File: config.mk
export PLATFORM = sky130hd
export DESIGN_NAME = mscp_port_init_sequencer_unit
export DESIGN_NICKNAME = d
export VERILOG_FILES = /design/src/rtl/core/mpis_pkg.sv /design/src/rtl/core/mpis_in_stage.sv /design/src/rtl/core/mpis_core.sv /design/src/rtl/core/mpis_out_stage.sv /design/src/rtl/core/mscp_port_init_sequencer_unit.sv
export SDC_FILE = /design/constraint.sdc
export NUM_CORES = 1
export LEC_CHECK = 0
export BUFFER_PORTS_ARGS = -buffer_cell sky130_fd_sc_hd__buf_2
export CAP_MARGIN = 20
export CORE_MARGIN = 8
export CORE_UTILIZATION = 60
export CTS_BUF_LIST = sky130_fd_sc_hd__clkbuf_16
export CTS_CLUSTER_SIZE = 12
export DETAILED_ROUTE_END_ITERATION = 8
export GPL_ROUTABILITY_DRIVEN = 1
export PLACE_DENSITY = 0.83
export SYNTH_ARGS = -nofsm -noshare
export SYNTH_HDL_FRONTEND = slang
export SYNTH_HIERARCHICAL = 1
export SYNTH_SLANG_ARGS = --single-unit
File: constraint.sdc
create_clock -name clk -period 4.6 [get_ports clk]
set_input_delay 0.23 -clock clk [delete_from_list [all_inputs] [get_ports clk]]
set_output_delay 0.23 -clock clk [all_outputs]
set_load 0.1 [all_outputs]
File: src/rtl/core/mpis_pkg.sv
// ----------------------------------------------------------------------------
// mpis_pkg
// Shared types and constants for the port initialization sequencer.
// ----------------------------------------------------------------------------
package mpis_pkg;

	// tuning
	localparam int MAX_ATTEMPTS      = 3;
	localparam int RESET_WAIT_POLLS  = 1000;
	localparam int STEP1_DELAY_POLLS = 1;

	// item commands
	localparam logic CMD_START = 1'b0;
	localparam logic CMD_POLL  = 1'b1;

	// config register indexes
	localparam int CFG_IDX_W = 2;
	localparam logic [CFG_IDX_W-1:0] CFG_RING_LOW  = 2'd0;
	localparam logic [CFG_IDX_W-1:0] CFG_RING_HIGH = 2'd1;

	// SA register bits
	localparam logic [15:0] SA_ERR   = 16'o100000;
	localparam logic [15:0] SA_S4    = 16'o040000;
	localparam logic [15:0] SA_S3    = 16'o020000;
	localparam logic [15:0] SA_S2    = 16'o010000;
	localparam logic [15:0] SA_S1    = 16'o004000;
	localparam logic [15:0] SA_SMASK = 16'o074000;
	localparam logic [15:0] SA_CHECK = SA_ERR | SA_SMASK;
	localparam logic [15:0] VEC_WORD = SA_ERR | (16'o154 / 16'd4);
	localparam logic [15:0] SA_GO    = 16'd1;
	localparam logic [10:0] ID_MASK  = 11'o3777;
	localparam logic [7:0]  STCON_END = 8'o204;

	// phase codes
	localparam logic [3:0] PH_IDLE  = 4'd0;
	localparam logic [3:0] PH_RESET = 4'd1;
	localparam logic [3:0] PH_S1    = 4'd2;
	localparam logic [3:0] PH_S2    = 4'd3;
	localparam logic [3:0] PH_S3    = 4'd4;
	localparam logic [3:0] PH_S4    = 4'd5;
	localparam logic [3:0] PH_CMD   = 4'd6;
	localparam logic [3:0] PH_RUN   = 4'd7;
	localparam logic [3:0] PH_FAIL  = 4'd8;

	typedef struct packed {
		logic        cmd;
		logic [15:0] sa_value;
		logic        cmd_owned;
		logic        rsp_owned;
		logic [7:0]  rsp_endcode;
		logic [15:0] rsp_status;
	} mpis_item_t;

	typedef struct packed {
		logic [3:0]  phase;
		logic [1:0]  attempt;
		logic        ip_write;
		logic        sa_write;
		logic [15:0] sa_write_value;
		logic        cmd_post;
		logic        init_done;
		logic        init_failed;
		logic [10:0] controller_id;
	} mpis_result_t;

endpackage

File: src/rtl/core/mpis_in_stage.sv
// ----------------------------------------------------------------------------
// mpis_in_stage
// Input register: captures one word per cycle while not stalled, holds it until
// the core consumes it into the result register.
// ----------------------------------------------------------------------------
module mpis_in_stage import mpis_pkg::*; (
	input  logic       clk,
	input  logic       arst_n,
	input  logic       in_valid,
	output logic       in_stall,
	input  mpis_item_t item_in,
	input  logic       out_free,
	output logic       valid_s1,
	output mpis_item_t item_s1
);

	logic take;

	assign in_stall = valid_s1 && !out_free;
	assign take     = in_valid && !in_stall;

	always_ff @(posedge clk or negedge arst_n) begin
		if (!arst_n) begin
			valid_s1 <= 1'b0;
		end else if (take) begin
			valid_s1 <= 1'b1;
		end else if (out_free) begin
			valid_s1 <= 1'b0;
		end
	end

	always_ff @(posedge clk) begin
		if (take) begin
			item_s1 <= item_in;
		end
	end

endmodule

File: src/rtl/core/mpis_core.sv
// ----------------------------------------------------------------------------
// mpis_core
// Sequencer state, config registers and the per-word next-state logic.
// ----------------------------------------------------------------------------
module mpis_core import mpis_pkg::*; (
	input  logic                 clk,
	input  logic                 arst_n,
	input  logic                 cfg_we,
	input  logic [CFG_IDX_W-1:0] cfg_index,
	input  logic [15:0]          cfg_data,
	input  logic                 fire,
	input  mpis_item_t           item,
	output mpis_result_t         res
);

	logic [3:0]  phase_q, phase_d;
	logic [1:0]  attempt_q, attempt_d;
	logic [15:0] poll_q, poll_d;
	logic [10:0] id_q, id_d;
	logic [15:0] ring_low_q;
	logic [5:0]  ring_high_q;

	logic        ip, saw, post, fail;
	logic [15:0] sav;
	logic [15:0] sa_chk;
	logic [16:0] poll_inc;

	assign sa_chk   = item.sa_value & SA_CHECK;
	assign poll_inc = {1'b0, poll_q} + 17'd1;

	always_comb begin
		phase_d   = phase_q;
		attempt_d = attempt_q;
		poll_d    = poll_q;
		id_d      = id_q;
		ip        = 1'b0;
		saw       = 1'b0;
		sav       = '0;
		post      = 1'b0;
		fail      = 1'b0;
		if (item.cmd == CMD_START) begin
			attempt_d = 2'd1;
			phase_d   = PH_RESET;
			poll_d    = '0;
			ip        = 1'b1;
		end else begin
			unique case (phase_q)
				PH_RESET: begin
					if (item.sa_value == '0 || poll_q >= 16'(RESET_WAIT_POLLS)) begin
						phase_d = PH_S1;
						poll_d  = '0;
					end else if (poll_q != 16'hFFFF) begin
						poll_d = poll_inc[15:0];
					end
				end
				PH_S1: begin
					if (poll_inc >= 17'(STEP1_DELAY_POLLS)) begin
						if (sa_chk == SA_S1) begin
							saw     = 1'b1;
							sav     = VEC_WORD;
							phase_d = PH_S2;
						end else begin
							fail = 1'b1;
						end
					end else begin
						poll_d = poll_inc[15:0];
					end
				end
				PH_S2: begin
					if ((item.sa_value & SA_S2) != '0) begin
						if (sa_chk == SA_S2) begin
							saw     = 1'b1;
							sav     = ring_low_q;
							phase_d = PH_S3;
						end else begin
							fail = 1'b1;
						end
					end
				end
				PH_S3: begin
					if ((item.sa_value & SA_S3) != '0) begin
						if (sa_chk == SA_S3) begin
							saw     = 1'b1;
							sav     = {10'd0, ring_high_q};
							phase_d = PH_S4;
						end else begin
							fail = 1'b1;
						end
					end
				end
				PH_S4: begin
					if ((item.sa_value & SA_S4) != '0) begin
						if (sa_chk == SA_S4) begin
							id_d    = item.sa_value[10:0] & ID_MASK;
							saw     = 1'b1;
							sav     = SA_GO;
							post    = 1'b1;
							phase_d = PH_CMD;
						end else begin
							fail = 1'b1;
						end
					end
				end
				PH_CMD: begin
					if (item.cmd_owned || item.rsp_owned) begin
						fail = (sa_chk != '0);
					end else if (item.rsp_endcode == STCON_END &&
						item.rsp_status[4:0] == 5'd0) begin
						phase_d = PH_RUN;
					end else begin
						fail = 1'b1;
					end
				end
				default: begin
				end
			endcase
			if (fail) begin
				if (attempt_q < 2'(MAX_ATTEMPTS)) begin
					attempt_d = attempt_q + 2'd1;
					phase_d   = PH_RESET;
					poll_d    = '0;
					ip        = 1'b1;
				end else begin
					phase_d = PH_FAIL;
				end
			end
		end
	end

	always_comb begin
		res.phase          = phase_d;
		res.attempt        = attempt_d;
		res.ip_write       = ip;
		res.sa_write       = saw;
		res.sa_write_value = sav;
		res.cmd_post       = post;
		res.init_done      = (phase_d == PH_RUN);
		res.init_failed    = (phase_d == PH_FAIL);
		res.controller_id  = id_d;
	end

	always_ff @(posedge clk or negedge arst_n) begin
		if (!arst_n) begin
			phase_q   <= PH_IDLE;
			attempt_q <= '0;
			poll_q    <= '0;
			id_q      <= '0;
		end else if (fire) begin
			phase_q   <= phase_d;
			attempt_q <= attempt_d;
			poll_q    <= poll_d;
			id_q      <= id_d;
		end
	end

	always_ff @(posedge clk or negedge arst_n) begin
		if (!arst_n) begin
			ring_low_q  <= '0;
			ring_high_q <= '0;
		end else if (cfg_we) begin
			if (cfg_index == CFG_RING_LOW) begin
				ring_low_q <= cfg_data;
			end
			if (cfg_index == CFG_RING_HIGH) begin
				ring_high_q <= cfg_data[5:0];
			end
		end
	end

	a_phase_range: assert property (@(posedge clk) disable iff (!arst_n)
		phase_q <= PH_FAIL)
		else $error("phase register out of range");

	a_post_go: assert property (@(posedge clk) disable iff (!arst_n)
		fire && res.cmd_post |-> res.sa_write && res.sa_write_value == SA_GO &&
		phase_q == PH_S4)
		else $error("command post without GO write");

	a_restart: assert property (@(posedge clk) disable iff (!arst_n)
		fire && res.ip_write |=> phase_q == PH_RESET && poll_q == '0 &&
		attempt_q != '0)
		else $error("attempt start did not enter reset wait");

	a_fail_exhausted: assert property (@(posedge clk) disable iff (!arst_n)
		phase_q == PH_FAIL |-> attempt_q == 2'(MAX_ATTEMPTS))
		else $error("failed with attempts remaining");

endmodule

File: src/rtl/core/mpis_out_stage.sv
// ----------------------------------------------------------------------------
// mpis_out_stage
// Result register: holds a finished word until the consumer takes it.
// ----------------------------------------------------------------------------
module mpis_out_stage import mpis_pkg::*; (
	input  logic         clk,
	input  logic         arst_n,
	input  logic         load,
	input  mpis_result_t res_in,
	input  logic         out_stall,
	output logic         out_free,
	output logic         out_valid,
	output mpis_result_t res_s2
);

	assign out_free = !out_valid || !out_stall;

	always_ff @(posedge clk or negedge arst_n) begin
		if (!arst_n) begin
			out_valid <= 1'b0;
		end else if (out_free) begin
			out_valid <= load;
		end
	end

	always_ff @(posedge clk) begin
		if (load && out_free) begin
			res_s2 <= res_in;
		end
	end

endmodule

File: src/rtl/core/mscp_port_init_sequencer_unit.sv
// ----------------------------------------------------------------------------
// mscp_port_init_sequencer_unit
// Host side of the four-step port initialization handshake with retries.
// ----------------------------------------------------------------------------
//
//  channel | dir | handshake                | payload
//  --------+-----+--------------------------+-------------------------------
//  in      | in  | in_valid / in_stall      | cmd, sa_value, cmd_owned,
//          |     |                          | rsp_owned, rsp_endcode, rsp_status
//  out     | out | out_valid / out_stall    | phase, attempt, ip_write, sa_write,
//          |     |                          | sa_write_value, cmd_post, init_done,
//          |     |                          | init_failed, controller_id
//  cfg     | in  | cfg_valid / cfg_ready    | cfg_index, cfg_data
//
//  One word accepted per cycle while in_stall is low; its result passes through
//  the input register, then the result register, to the output ports.
//  The sequencer state updates as the word moves from the input register
//  into the result register, so the next word already sees it.
//  An output stall holds the result register; in_stall is high whenever the
//  input register holds a word and the result register cannot take it.
//  cfg_ready is always high; writes are expected while the unit is idle.
//  arst_n clears the phase, attempt and poll counters, saved ID and config.
//
module mscp_port_init_sequencer_unit import mpis_pkg::*; (
	input  logic                 clk,
	input  logic                 arst_n,
	// config write
	input  logic                 cfg_valid,
	output logic                 cfg_ready,
	input  logic [CFG_IDX_W-1:0] cfg_index,
	input  logic [15:0]          cfg_data,
	// input words
	input  logic                 in_valid,
	output logic                 in_stall,
	input  logic                 cmd,
	input  logic [15:0]          sa_value,
	input  logic                 cmd_owned,
	input  logic                 rsp_owned,
	input  logic [7:0]           rsp_endcode,
	input  logic [15:0]          rsp_status,
	// result words
	output logic                 out_valid,
	input  logic                 out_stall,
	output logic [3:0]           phase,
	output logic [1:0]           attempt,
	output logic                 ip_write,
	output logic                 sa_write,
	output logic [15:0]          sa_write_value,
	output logic                 cmd_post,
	output logic                 init_done,
	output logic                 init_failed,
	output logic [10:0]          controller_id
);

	mpis_item_t   item_in;
	mpis_item_t   item_s1;
	mpis_result_t res_next;
	mpis_result_t res_s2;
	logic         valid_s1;
	logic         out_free;
	logic         fire;

	assign cfg_ready = 1'b1;

	assign item_in.cmd         = cmd;
	assign item_in.sa_value    = sa_value;
	assign item_in.cmd_owned   = cmd_owned;
	assign item_in.rsp_owned   = rsp_owned;
	assign item_in.rsp_endcode = rsp_endcode;
	assign item_in.rsp_status  = rsp_status;

	// word leaves the input register into the result register
	assign fire = valid_s1 && out_free;

	mpis_in_stage u_in (
		.clk      (clk),
		.arst_n   (arst_n),
		.in_valid (in_valid),
		.in_stall (in_stall),
		.item_in  (item_in),
		.out_free (out_free),
		.valid_s1 (valid_s1),
		.item_s1  (item_s1)
	);

	mpis_core u_core (
		.clk       (clk),
		.arst_n    (arst_n),
		.cfg_we    (cfg_valid && cfg_ready),
		.cfg_index (cfg_index),
		.cfg_data  (cfg_data),
		.fire      (fire),
		.item      (item_s1),
		.res       (res_next)
	);

	mpis_out_stage u_out (
		.clk       (clk),
		.arst_n    (arst_n),
		.load      (valid_s1),
		.res_in    (res_next),
		.out_stall (out_stall),
		.out_free  (out_free),
		.out_valid (out_valid),
		.res_s2    (res_s2)
	);

	assign phase          = res_s2.phase;
	assign attempt        = res_s2.attempt;
	assign ip_write       = res_s2.ip_write;
	assign sa_write       = res_s2.sa_write;
	assign sa_write_value = res_s2.sa_write_value;
	assign cmd_post       = res_s2.cmd_post;
	assign init_done      = res_s2.init_done;
	assign init_failed    = res_s2.init_failed;
	assign controller_id  = res_s2.controller_id;

endmodule

Yosys cells after proc, flatten, opt, wreduce, memory -nomap -nowiden --
Index checks and enable logic that the tools add are counted. W data, S select, Z words.
Storage, ports and cells: bits in registers 127, latch bits 0, RAM bits 0, ROM bits 0, bits of input ports 66, output and inout bits 41, logic and storage cells 125, memories kept 0
Cells by class: $add $sub $neg 2, multiply operators 0, divide/modulo/power cells 0, order comparisons 3, equal/unequal tests 15, shifts and indexed selects 0, muxes and demuxes 63, bitwise operators 0, reductions and logical operators 19
Operators by type and width (count):
- $mux W16 | 12
- $pmux W16 S4 | 1
- $mux W4 | 14
- $mux W11 | 4
- $pmux W16 S2 | 1
- $mux W1 | 24
- $pmux W4 S6 | 1
- $add A16 B1 Y17 const B | 1
- $ge A17 B1 Y1 const B | 1
- $eq A4 B3 Y1 const B | 4
- $ge A16 B10 Y1 const B | 1
- $logic_not A16 Y1 | 1
- $ne A16 B16 Y1 const B | 1
- $reduce_bool A16 Y1 | 1
- $eq A4 B2 Y1 const B | 2
- $eq A8 B8 Y1 const B | 1
- $mux W2 | 3
- $mux W6 | 1
- $reduce_and A2 Y1 | 3
- $eq A5 B1 Y1 const B | 1
- $eq A5 B2 Y1 const B | 1
- $eq A5 B3 Y1 const B | 1
- $eq A5 B4 Y1 const B | 1
- $logic_not A5 Y1 | 1
- other kinds (12) | 20

Logic depth before layout (Yosys ltp) --
Gate-level depths: netlist (run 1).
word-level depth 9, gate-level depth with buffers 11, depth with buffers taken out 9

Cells and area by module --
The synthesis (run 1) kept the hierarchy.
Modules (own cells, without submodules):
- mpis_core | instances 1, cells each 386, area an instance 3409.5 um2, seq. area each 1376.3 um2
- mpis_in_stage | instances 1, cells each 48, area an instance 1348.8 um2, seq. area each 1316.3 um2
- mpis_out_stage | instances 1, cells each 42, area an instance 1188.6 um2, seq. area each 1166.1 um2
- mscp_port_init_sequencer_unit | instances 1, cells each 3, area an instance 17.5 um2, seq. area each 0.0 um2

Worst setup path before layout (run 1) --
Ideal clock, no wire load.
kind register to register, start reg u_core.poll_q[1], end reg u_out/res_s2[30] (netlist name), setup time 0.251 ns, data arrival time 2.352 ns, data required time 4.349 ns, slack 1.997 ns, cell stages (with the launch flop) 11, buffers on the path 2, period minus slack after synthesis 2.603 ns, path through dfrtp_1 -> ha_1 -> nand3_1 -> nor4_1 -> xnor2_1 -> o21ai_1 -> nor4_4 -> or3_1 -> clkbuf_1 -> a31oi_1 -> buf_4
Between the ends: cells in the longest elaborated chain, start to end 4
RTL lines:
- from (decl) | RTL line mpis_core.sv:18 | logic [15:0] poll_q, poll_d;
- from (signal assigned) | RTL line mpis_core.sv:151 | poll_q <= poll_d;
- $add A16 B1 Y17 | RTL line mpis_core.sv:29 | assign poll_inc = {1'b0, poll_q} + 17'd1;
- $ge A17 B1 Y1 | RTL line mpis_core.sv:57 | if (poll_inc >= 17'(STEP1_DELAY_POLLS)) begin
- $mux W1 | RTL line mpis_core.sv:57
- $pmux W1 S4 | RTL line mpis_core.sv:47 | unique case (phase_q)
Every way passes these cells. A chain may end at the register's enable or synchronous reset.

Worst setup path in the final report (run 1) --
start reg u_core.poll_q[1], end reg u_core.poll_q[8]
Between the ends: cells in the longest elaborated chain, start to end 7, elaborated cells between the ends (all ways) 15, those cells by class add/sub (1); order compare (2); eq/ne (1); mux (10); reduce/logical (1)
RTL lines:
- $add A16 B1 Y17, or another cell as far along | RTL line mpis_core.sv:29
- $ge A17 B1 Y1, or another cell as far along | RTL line mpis_core.sv:57
- $mux W1, or another cell as far along | RTL line mpis_core.sv:57
- $pmux W1 S5 or $pmux W16 S2 (tied branches) | RTL line mpis_core.sv:47
- $mux W1 or $mux W16 (tied branches) | RTL line mpis_core.sv:41, mpis_core.sv:118
- $mux W16 * | RTL line mpis_core.sv:117 | if (fail) begin
- $mux W16 * | RTL line mpis_core.sv:41 | if (item.cmd == CMD_START) begin
Every way passes the cells marked *; elsewhere a longest branch is shown, timed or not. The select of a mux whose other input is x is not followed.

==> results of run 1 <==
critical path, delay by kind of cell, from the launching register on:
kind	cells	cell delay [ps]
xor gates and xnor gates	1	160
AOI/OAI and AO/OA	3	600
DFF	1	440
and+or+nand+nor	4	1570
adders and majority gates	1	280
per-layer routing:
metal | track usage (%) | routed length [µm] | vias to the layer above
met5 | 0 | 0 | -
met2 | 36.6 | 6730 | 186
li1 | - | - | 1946
met1 | 24.0 | 5220 | 2026
met4 | 8.44 | 262 | 0
met3 | 6.71 | 1050 | 26
final timing paths:
kind                                                   start  cells past startpoint  slack (ps)                                 to
setup / recovery                u_core/poll_q[1]$_DFFE_PN0P_                      9        1440       u_core/poll_q[8]$_DFFE_PN0P_
hold / removal                                rsp_endcode[6]                      1           9         u_in/item_s1[22]$_DFFE_PP_
setup reg to reg                u_core/poll_q[1]$_DFFE_PN0P_                      9        1440       u_core/poll_q[8]$_DFFE_PN0P_
hold reg to reg            u_core/ring_low_q[13]$_DFFE_PN0P_                      1         500  u_core/ring_low_q[13]$_DFFE_PN0P_
max in group asynchronous                             arst_n                      3        3550         u_core/id_q[7]$_DFFE_PN0P_
min in group asynchronous                             arst_n                      3         490         u_core/id_q[6]$_DFFE_PN0P_
power breakdown:
part	switching, mW	total (mW)	internal (mW)
Clock	0.469	1.28	0.816
Combinational	0.574	0.829	0.254
Sequential	0.109	1.45	1.34
Total	1.15	3.56	2.41
cell type report:
| class | count | area (µm²) | share of cell area, % |
|---|---|---|---|
| Clock buffer | 18 | 450 | 6.42 |
| Clock inverter | 14 | 124 | 1.76 |
| Inverter | 14 | 52.6 | 0.749 |
| Multi-Input combinational cell | 303 | 1940 | 27.7 |
| Sequential cell | 127 | 3530 | 50.3 |
| Tap cell | 111 | 139 | 1.98 |
| Timing Repair Buffer | 126 | 781 | 11.1 |
registers in the layout, indices dropped and copies added (netlist names):
| signal | flops |
|---|---|
| u_out/res_s2 | 38 |
| u_in/item_s1 | 32 |
| u_core/poll_q | 16 |
| u_core/ring_low_q | 16 |
| u_core/id_q | 11 |
| u_core/ring_high_q | 6 |
| u_core/phase_q | 4 |
| u_core/attempt_q | 2 |
| u_in/valid_s1 | 1 |
| u_out/out_valid | 1 |
per-stage QoR:
stage | cells | power, mW | hold WS, ps
floorplan | 468 | 2.08 | -65.6
global placement | 653 | 2.22 | 406
detailed placement | 653 | 2.25 | 408
CTS | 707 | 3.56 | 0.383
global route | 713 | 3.69 | 0.694
finish | 713 | 3.56 | 9.13
cell usage in the layout, fill, tap and decap left out, drive strengths merged, types with 2 or more instances in the layout:
cell         instances
nand4                6
buf                 98
clkbuf              18
nand2b               7
a21o                 5
nor3                 9
or3                  4
a22oi                7
o311a                2
or2                  3
mux2i                4
nor3b                3
nand3               16
nor4                10
a21boi               2
o21ai               13
and2                14
ha                   2
edfxtp              70
a31oi                8
clkinvlp             3
nor2b                2
dfrtp               57
or4                  2
inv                 18
and3                 3
nor4b                3
nand2               57
xnor2                2
o211ai               5
mux2                34
nor2                40
dlygate4sd3         28
bufinv               2
nand3b               2
clkinv               5
a21oi               22
==> metrics.txt, run 1 <==
critical path peak fanout=17; antenna viol nets, final=0; first-pass GRT wire length=roughly 21000 µm; Placed Area=between 6000 and 7000 µm²; CTS Hold Bufs=22; Critical Path RT=4920 ps; Mapped Cells=about 470; gr ovfl total=0; # diodes=0; Hold Fails Final Rpt=0; post-CTS setup buffers=0; I/O Buffers=between 90 and 100; DIE AREA=between 10000 and 15000 µm²; Yosys warning count=6; clk sink count=127; core area=a little over 9000 µm²; H-tree Lvls=4; clock root buffer=clkbuf_16; post-layout minimum cycle time=roughly 3200 ps; share of layout cells above drive strength 1=between 20 and 30%; via count=4184; largest net degree at the start of global routing=58; leakage=between 2 and 3 nW; syn nets=536; highest-delay cell along the critical path=nor4_4; CP Capture Type=register; period utilisation layout=68.7%; Vias/cell=between 5 and 6; Iteration-0 DRC Markers=~400; Gates resized, CTS repair=0; CTS clk-pin slew, worst paths=about 60 ps; RSZ-0062 raised after global routing=no; Site Rows=35; Initial Utilization=just over 60%; max-cap viol count=0; WL final=13300 µm; Clock Skew=about 10 ps; Residual DRC=0; Post-Syn Area=between 5000 and 6000 µm²; type of the most critical hold path=in -> reg; Die X-Extent=around 110 µm; Fill cells=570; post-detail-place hpwl=about 8000 µm; Worst VDD drop=0.000384 V; status=finished, final reports clean; CP Launch Type=register; Slew Limit Fails=0; DIE HEIGHT=113 µm; measured slew at the worst slew-check pin=between 1000 and 1500 ps; fmax=~0.32 GHz; relative slew slack=a little over a quarter; post-layout util=between 70 and 80%; vias in the first global route=between 4k and 5k; drt pass-1 iters=5; Mean Syn Cell Area=approximately 12 µm²; final weighted congestion in routability-driven placement=a little under 0.9; critical path's largest stage delay=490 ps; critical path class=reg -> reg; Sum Neg Setup Slack=0 ps; Final setup viols=0; WL per Instance=between 15 and 20 µm; clock buffer depth=2; CP Cell Sequence=ha_1 > nand3_1 > nor4_1 > xnor2_1 > o21ai_1 > nor4_4 > o211ai_2 > and3_1 > a31oi_1; number of CTS-inserted buffers=17; cell area after layout=7020 µm²; Clk Latency, worst-skew pair=approximately 400 ps; initial antenna violation count=0; Syn-to-layout area delta=24.6%; CTS tree=yes; Final #Nets=around 660; setup ws final=1440 ps; P per Cell Area=approximately 510 nW/µm²; CP arrival=roughly 3500 ps; number of placed I/O pins=~110; Overall Global Routing Usage=between 20% and 30%; dpl ws=around 1500 ps
(Power assumes the default switching activity.)
==> inputs of run 2 (changes only) <==
Settings changed: CORE_UTILIZATION 60 to 56, PLACE_DENSITY 0.83 to 0.78.
Clock period 4.6 ns to 3 ns, I/O delays scaled along.
==> metrics.txt, run 2 (synthesized netlist as in run 1, its figures left out) <==
post-layout util=76.0% (-0.37 points); CP arrival=3010 ps (-470 ps); Initial Utilization=57.6% (-3.6 points); WL per Instance=17.2 µm (-7.6%); dpl ws=218 ps (-1320 ps); Die X-Extent=116 µm (+3.0%); CTS clk-pin slew, worst paths=60 ps (about the same); CP Launch Type=register; final weighted congestion in routability-driven placement=0.879 (+1.6%); met1 Usage GRT=24.2% (+0.13 points); worst flop-to-flop path startpoint=u_core/poll_q[1]$_DFFE_PN0P_; Residual DRC=0 (unchanged); clock root buffer=clkbuf_16; Site Rows=36 (+2.9%); share of layout cells above drive strength 1=30.7% (+1.8 points); DIE HEIGHT=116 µm (+3.0%); delay-heaviest family, CP=simple AND/OR/NAND/NOR gates; most frequent cells in the layout=94 x buf_2, 70 x edfxtp_1, 57 x nand2_1, 55 x dfrtp_1, 50 x dlygate4sd3_1; Overall Global Routing Usage=20.8% (-0.40 points); R2R cell count=12 (+3); antenna viol nets, final=0 (unchanged); Bufs and invs on worst path=3 (+3); CP Capture Type=register; leakage=3.12 nW (+5.5%); Vias/cell=5.47 (-6.8%); via count=4217 (+0.79%); gr ovfl total=0 (unchanged); H-tree Lvls=4 (unchanged); Syn-to-layout area delta=31.8%; commonest non-fill, non-tap cell in the layout=buf_2; Slew Limit Fails=0 (unchanged); relative slew slack=46.3% (+19 points); Clk Latency, worst-skew pair=410 ps (about the same); P per Cell Area=764 nW/µm² (+51%); post-detail-place hpwl=8340 µm (+1.5%); post-layout minimum cycle time=2850 ps (-307 ps); initial antenna violation count=2 (+2); vias in the first global route=4350 (+0.72%); status=finished, final reports clean; WL final=13300 µm (about the same); number of CTS-inserted buffers=17 (unchanged); Iteration-0 DRC Markers=268 (-34%); core area=9770 µm² (+6.3%); max-cap viol count=0 (unchanged); Reg with most FFs=u_out/res_s2; CP Cell Sequence=ha_2 > nand3_1 > buf_4 > nor2_1 > and4b_1 > o2111ai_1 > nor4_4 > buf_4 > buf_4 > o21a_1 > o2bb2ai_2 > nor4b_2; Hold Path Sink=u_core/ring_low_q[4]$_DFFE_PN0P_; Final #Nets=691 (+5.2%); Most Crowded Layer GR=met2; largest net degree at the start of global routing=39 (-33%); Largest register FFs=38 (unchanged); type of the most critical hold path=in -> reg; fmax=0.350 GHz (+11%); Global Route met2 Usage=34.7% (-1.9 points); measured slew at the worst slew-check pin=803 ps (-280 ps); setup ws final=146 ps (-1290 ps); Hold Crit Start=cfg_data[4]; critical path peak fanout=6 (-11); critical path's largest stage delay=440 ps (-50 ps); number of placed I/O pins=107 (unchanged); highest-delay cell along the critical path=nor4_4; Reg-to-Reg End=u_out/res_s2[12]$_DFFE_PP_; DIE AREA=13500 µm² (+6.1%); critical path class=reg -> reg; period utilisation layout=95.1% (+26 points); Critical Path RT=3160 ps (-1760 ps); top flop regs=u_out/res_s2: 38 flops, u_in/item_s1: 32 flops; first-pass GRT wire length=21300 µm (+0.42%); M3 GR Usage=5.53% (-1.2 points); CP most frequent cell=buf_4; CTS tree=yes; Clock Skew=7.78 ps (-2.51 ps); I/O Buffers=94 (unchanged); R2R setup slack=150 ps (-1290 ps); Hold Fails Final Rpt=0 (unchanged); drt pass-1 iters=5 (unchanged); Worst VDD drop=0.000446 V (+16%); clk sink count=127 (unchanged); Final setup viols=0 (unchanged); worst hold stages=2 (+1); clock buffer depth=2 (unchanged)
run 2: worst register-to-register path, delay by kind of cell, from the launching register on:
family          cells  cell delay, ps
compound gates      3             420
flops               1             420
simple gates        5            1080
fa+ha+maj           1             240
buf+inv             3             450
run 2: worst max path at each step:
| stage | startpoint | endpoint | cells after the start |
|---|---|---|---|
| detailed placement | u_core/poll_q[1]$_DFFE_PN0P_ | u_out/res_s2[12]$_DFFE_PP_ | 10 |
| CTS | u_core/poll_q[1]$_DFFE_PN0P_ | u_out/res_s2[12]$_DFFE_PP_ | 10 |
| global placement | u_core/poll_q[1]$_DFFE_PN0P_ | u_core/poll_q[10]$_DFFE_PN0P_ | 10 |
| global route | u_core/poll_q[1]$_DFFE_PN0P_ | u_out/res_s2[12]$_DFFE_PP_ | 12 |
| finish | u_core/poll_q[1]$_DFFE_PN0P_ | u_out/res_s2[12]$_DFFE_PP_ | 12 |
| floorplan | u_core/poll_q[1]$_DFFE_PN0P_ | u_out/res_s2[30]$_DFFE_PP_ | 10 |
run 2: power breakdown:
part	total (mW)	switching (mW)	internal [mW]	leakage [nW]
logic	1.38	0.911	0.465	1.42
clock network	2.10	0.776	1.32	0.295
registers	2.20	0.146	2.05	1.41
total	5.67	1.83	3.84	3.12
run 2: repair_timing:
item                                    CTS  global route
resized for setup                         0             4
hold buffers                             50             0
hold endpoints to repair                 72             0
endpoints found under the setup margin    0             1
setup buffers                             0             3
run 2: final cells by class:
type	count	area (µm²)
flip-flops and latches	127	3530
fillers	625	2350
multi-input cells	303	1950
repair buffers	160	1100
clock buffers	17	425
clock inverters	15	188
well taps	133	166
inverters	14	52.6
diodes	2	5.00
run 2: per-stage QoR:
step,instances,hold slack [ps],total power [mW],instance area [µm²],setup TNS [ps]
after floorplan,468,-146,3.19,5630,0
after global placement,684,138,3.45,6270,0
after detailed placement,684,151,3.50,6270,0
after CTS,766,5.57,5.65,7390,0
after global routing,771,14.4,5.92,7420,-8.30
final,771,21.6,5.67,7420,0
run 2: metal layers:
metal  vias up  part of all wire, %
met3        22                  7.7
li1       2023                    -
met1      2019                   41
met2       153                   50
met4         0                  2.1
met5         -                    0
==> inputs of run 3 (changes only) <==
Settings changed: CORE_UTILIZATION 56 to 44, HOLD_SLACK_MARGIN from default to 0.08, PLACE_DENSITY 0.78 to 0.63.
==> metrics.txt, run 3 (synthesized netlist as in run 1, its figures left out) <==
final weighted congestion in routability-driven placement=0.899 (+2.3%); CP Launch Type=register; worst flop-to-flop path startpoint=u_core/poll_q[1]$_DFFE_PN0P_; measured slew at the worst slew-check pin=562 ps (-242 ps); Site Rows=41 (+14%); CP Capture Type=register; gr ovfl total=0 (unchanged); Final setup viols=0 (unchanged); Clock Skew=7.96 ps (+0.171 ps); Reg with most FFs=u_out/res_s2; post-layout util=59.3% (-17 points); largest net degree at the start of global routing=48 (+23%); max-cap viol count=0 (unchanged); I/O Buffers=94 (unchanged); Hold Fails Final Rpt=0 (unchanged); WL per Instance=15.5 µm (-10%); power share of the combinational group=24.7% (+0.4 points); share of layout cells above drive strength 1=29.8% (-0.88 points); P_sw=1.77 mW (-3.5%); Vias/cell=5.10 (-6.8%); Residual DRC=0 (unchanged); # diodes=0 (-2); highest-delay cell along the critical path=dfrtp_1; Fill cells=992 (+59%); RSZ-0062 raised after global routing=no; clock buffer depth=2 (unchanged); Reg-to-Reg End=u_out/res_s2[33]$_DFFE_PP_; CTS tree=yes; first-pass GRT wire length=20400 µm (-4.2%); core area=12600 µm² (+29%); R2R cell count=13 (+1); number of CTS-inserted buffers=17 (unchanged); Die X-Extent=129 µm (+11%); Clk network pwr share=35.4% (-1.5 points); Critical Path RT=3150 ps (about the same); P per Cell Area=738 nW/µm² (-3.3%); commonest non-fill, non-tap cell in the layout=buf_2; number of placed I/O pins=107 (unchanged); Pint=3.74 mW (-2.7%); Worst VDD drop=0.000468 V (+4.9%); R2R setup slack=190 ps (+40 ps); Overall Global Routing Usage=15.7% (-5.2 points); type of the most critical hold path=in -> async; critical path peak fanout=6 (unchanged); fmax=0.355 GHz (+1.4%); post-layout minimum cycle time=2810 ps (-39.8 ps); CP most frequent cell=buf_4; Iteration-0 DRC Markers=287 (+7.1%); leakage=3.12 nW (about the same); DIE HEIGHT=129 µm (+11%); Syn-to-layout area delta=32.3%; post-detail-place hpwl=8240 µm (-1.2%); WL final=12500 µm (-5.6%); initial antenna violation count=0 (-2); clk sink count=127 (unchanged); clock root buffer=clkbuf_16; setup ws final=185 ps (+39.8 ps); Final #Nets=693 (+0.29%); CP Cell Sequence=ha_2 > nand3_1 > buf_4 > nor2_1 > and4b_1 > o2111ai_1 > nor4_4 > buf_4 > buf_4 > o21ai_2 > buf_4 > a21oi_1 > nor2_1; Initial Utilization=44.8% (-13 points); Sw Share=32.1% (-0.18 points); Sum Neg Setup Slack=0 ps (unchanged); Reg power frac=39.9% (+1.1 points); drt pass-1 iters=4 (-1); via count=4128 (-2.1%); most frequent cells in the layout=94 x buf_2, 70 x edfxtp_1, 57 x nand2_1, 57 x dfrtp_1, 51 x dlygate4sd3_1; status=finished, final reports clean; top flop regs=u_out/res_s2: 38 flops, u_in/item_s1: 32 flops; CTS clk-pin slew, worst paths=60 ps (about the same); critical path's largest stage delay=420 ps (-20 ps); period utilisation layout=93.8% (-1.3 points); CP arrival=2970 ps (-40 ps); Slew Limit Fails=0 (unchanged); relative slew slack=62.6% (+16 points); critical path class=reg -> reg; H-tree Lvls=4 (unchanged); Clk Latency, worst-skew pair=400 ps (about the same); dpl ws=144 ps (-73.4 ps); antenna viol nets, final=0 (unchanged); DIE AREA=16700 µm² (+23%); vias in the first global route=4084 (-6.1%); Largest register FFs=38 (unchanged)
run 3: cell type report:
class | count | area [µm²] | area share (%)
repair buffers | 162 | 1130 | 15.2
inverters | 14 | 52.6 | 0.705
well taps | 172 | 215 | 2.89
flip-flops and latches | 127 | 3530 | 47.3
clock buffers | 17 | 425 | 5.71
clock inverters | 15 | 144 | 1.93
multi-input cells | 303 | 1960 | 26.2
run 3: critical path: cells and delay by family (launching register included):
kind / cells / cell delay, ps
flops: 1 / 420
simple gates: 5 / 790
buf+inv: 4 / 640
compound gates: 3 / 430
fa+ha+maj: 1 / 250
run 3: worst max-delay path by stage:
stage	depth (start not counted)	slack, ps	to	from
6_report	13	190	u_out/res_s2[33]$_DFFE_PP_	u_core/poll_q[1]$_DFFE_PN0P_
5_1_grt	12	8	u_out/res_s2[12]$_DFFE_PP_	u_core/poll_q[1]$_DFFE_PN0P_
4_1_cts	11	140	u_core/poll_q[12]$_DFFE_PN0P_	u_core/poll_q[1]$_DFFE_PN0P_
3_5_place_dp	10	140	u_out/res_s2[12]$_DFFE_PP_	u_core/poll_q[1]$_DFFE_PN0P_
3_3_place_gp	10	260	u_core/poll_q[12]$_DFFE_PN0P_	u_core/poll_q[1]$_DFFE_PN0P_
2_1_floorplan	10	400	u_out/res_s2[30]$_DFFE_PP_	u_core/poll_q[1]$_DFFE_PN0P_
run 3: power groups by stage:
stage	Combinational (mW)	Sequential [mW]	Clock, mW
after floorplan	0.687	2.50	0
after global placement	1.25	2.21	0
after detailed placement	1.27	2.23	0
after CTS	1.33	2.19	2.00
after global routing	1.47	2.22	2.07
final	1.36	2.20	1.95
run 3: through the flow:
| step | total power [mW] | cells | instance area, µm² | hold slack [ps] |
|---|---|---|---|---|
| final | 5.50 | 810 | 7450 | 221 |
| after floorplan | 3.19 | 468 | 5630 | -146 |
| after detailed placement | 3.49 | 723 | 6320 | 328 |
| after CTS | 5.52 | 806 | 7400 | 324 |
| after global routing | 5.76 | 810 | 7450 | 242 |
| after global placement | 3.47 | 723 | 6320 | 326 |
run 3: what timing repair did:
| item | in CTS | in global routing |
|---|---|---|
| endpoints found under the hold margin | 102 | 0 |
| resized for setup | 0 | 2 |
| endpoints found under the setup margin | 0 | 9 |
| hold buffers | 51 | 0 |
| setup buffers | 0 | 3 |
run 3: metal layers:
| layer | track usage (%) | routed length [µm] |
|---|---|---|
| met1 | 20.1 | 5650 |
| met4 | 6.50 | 83 |
| met3 | 4.68 | 847 |
| met5 | 0 | 0 |
| met2 | 24.2 | 5930 |
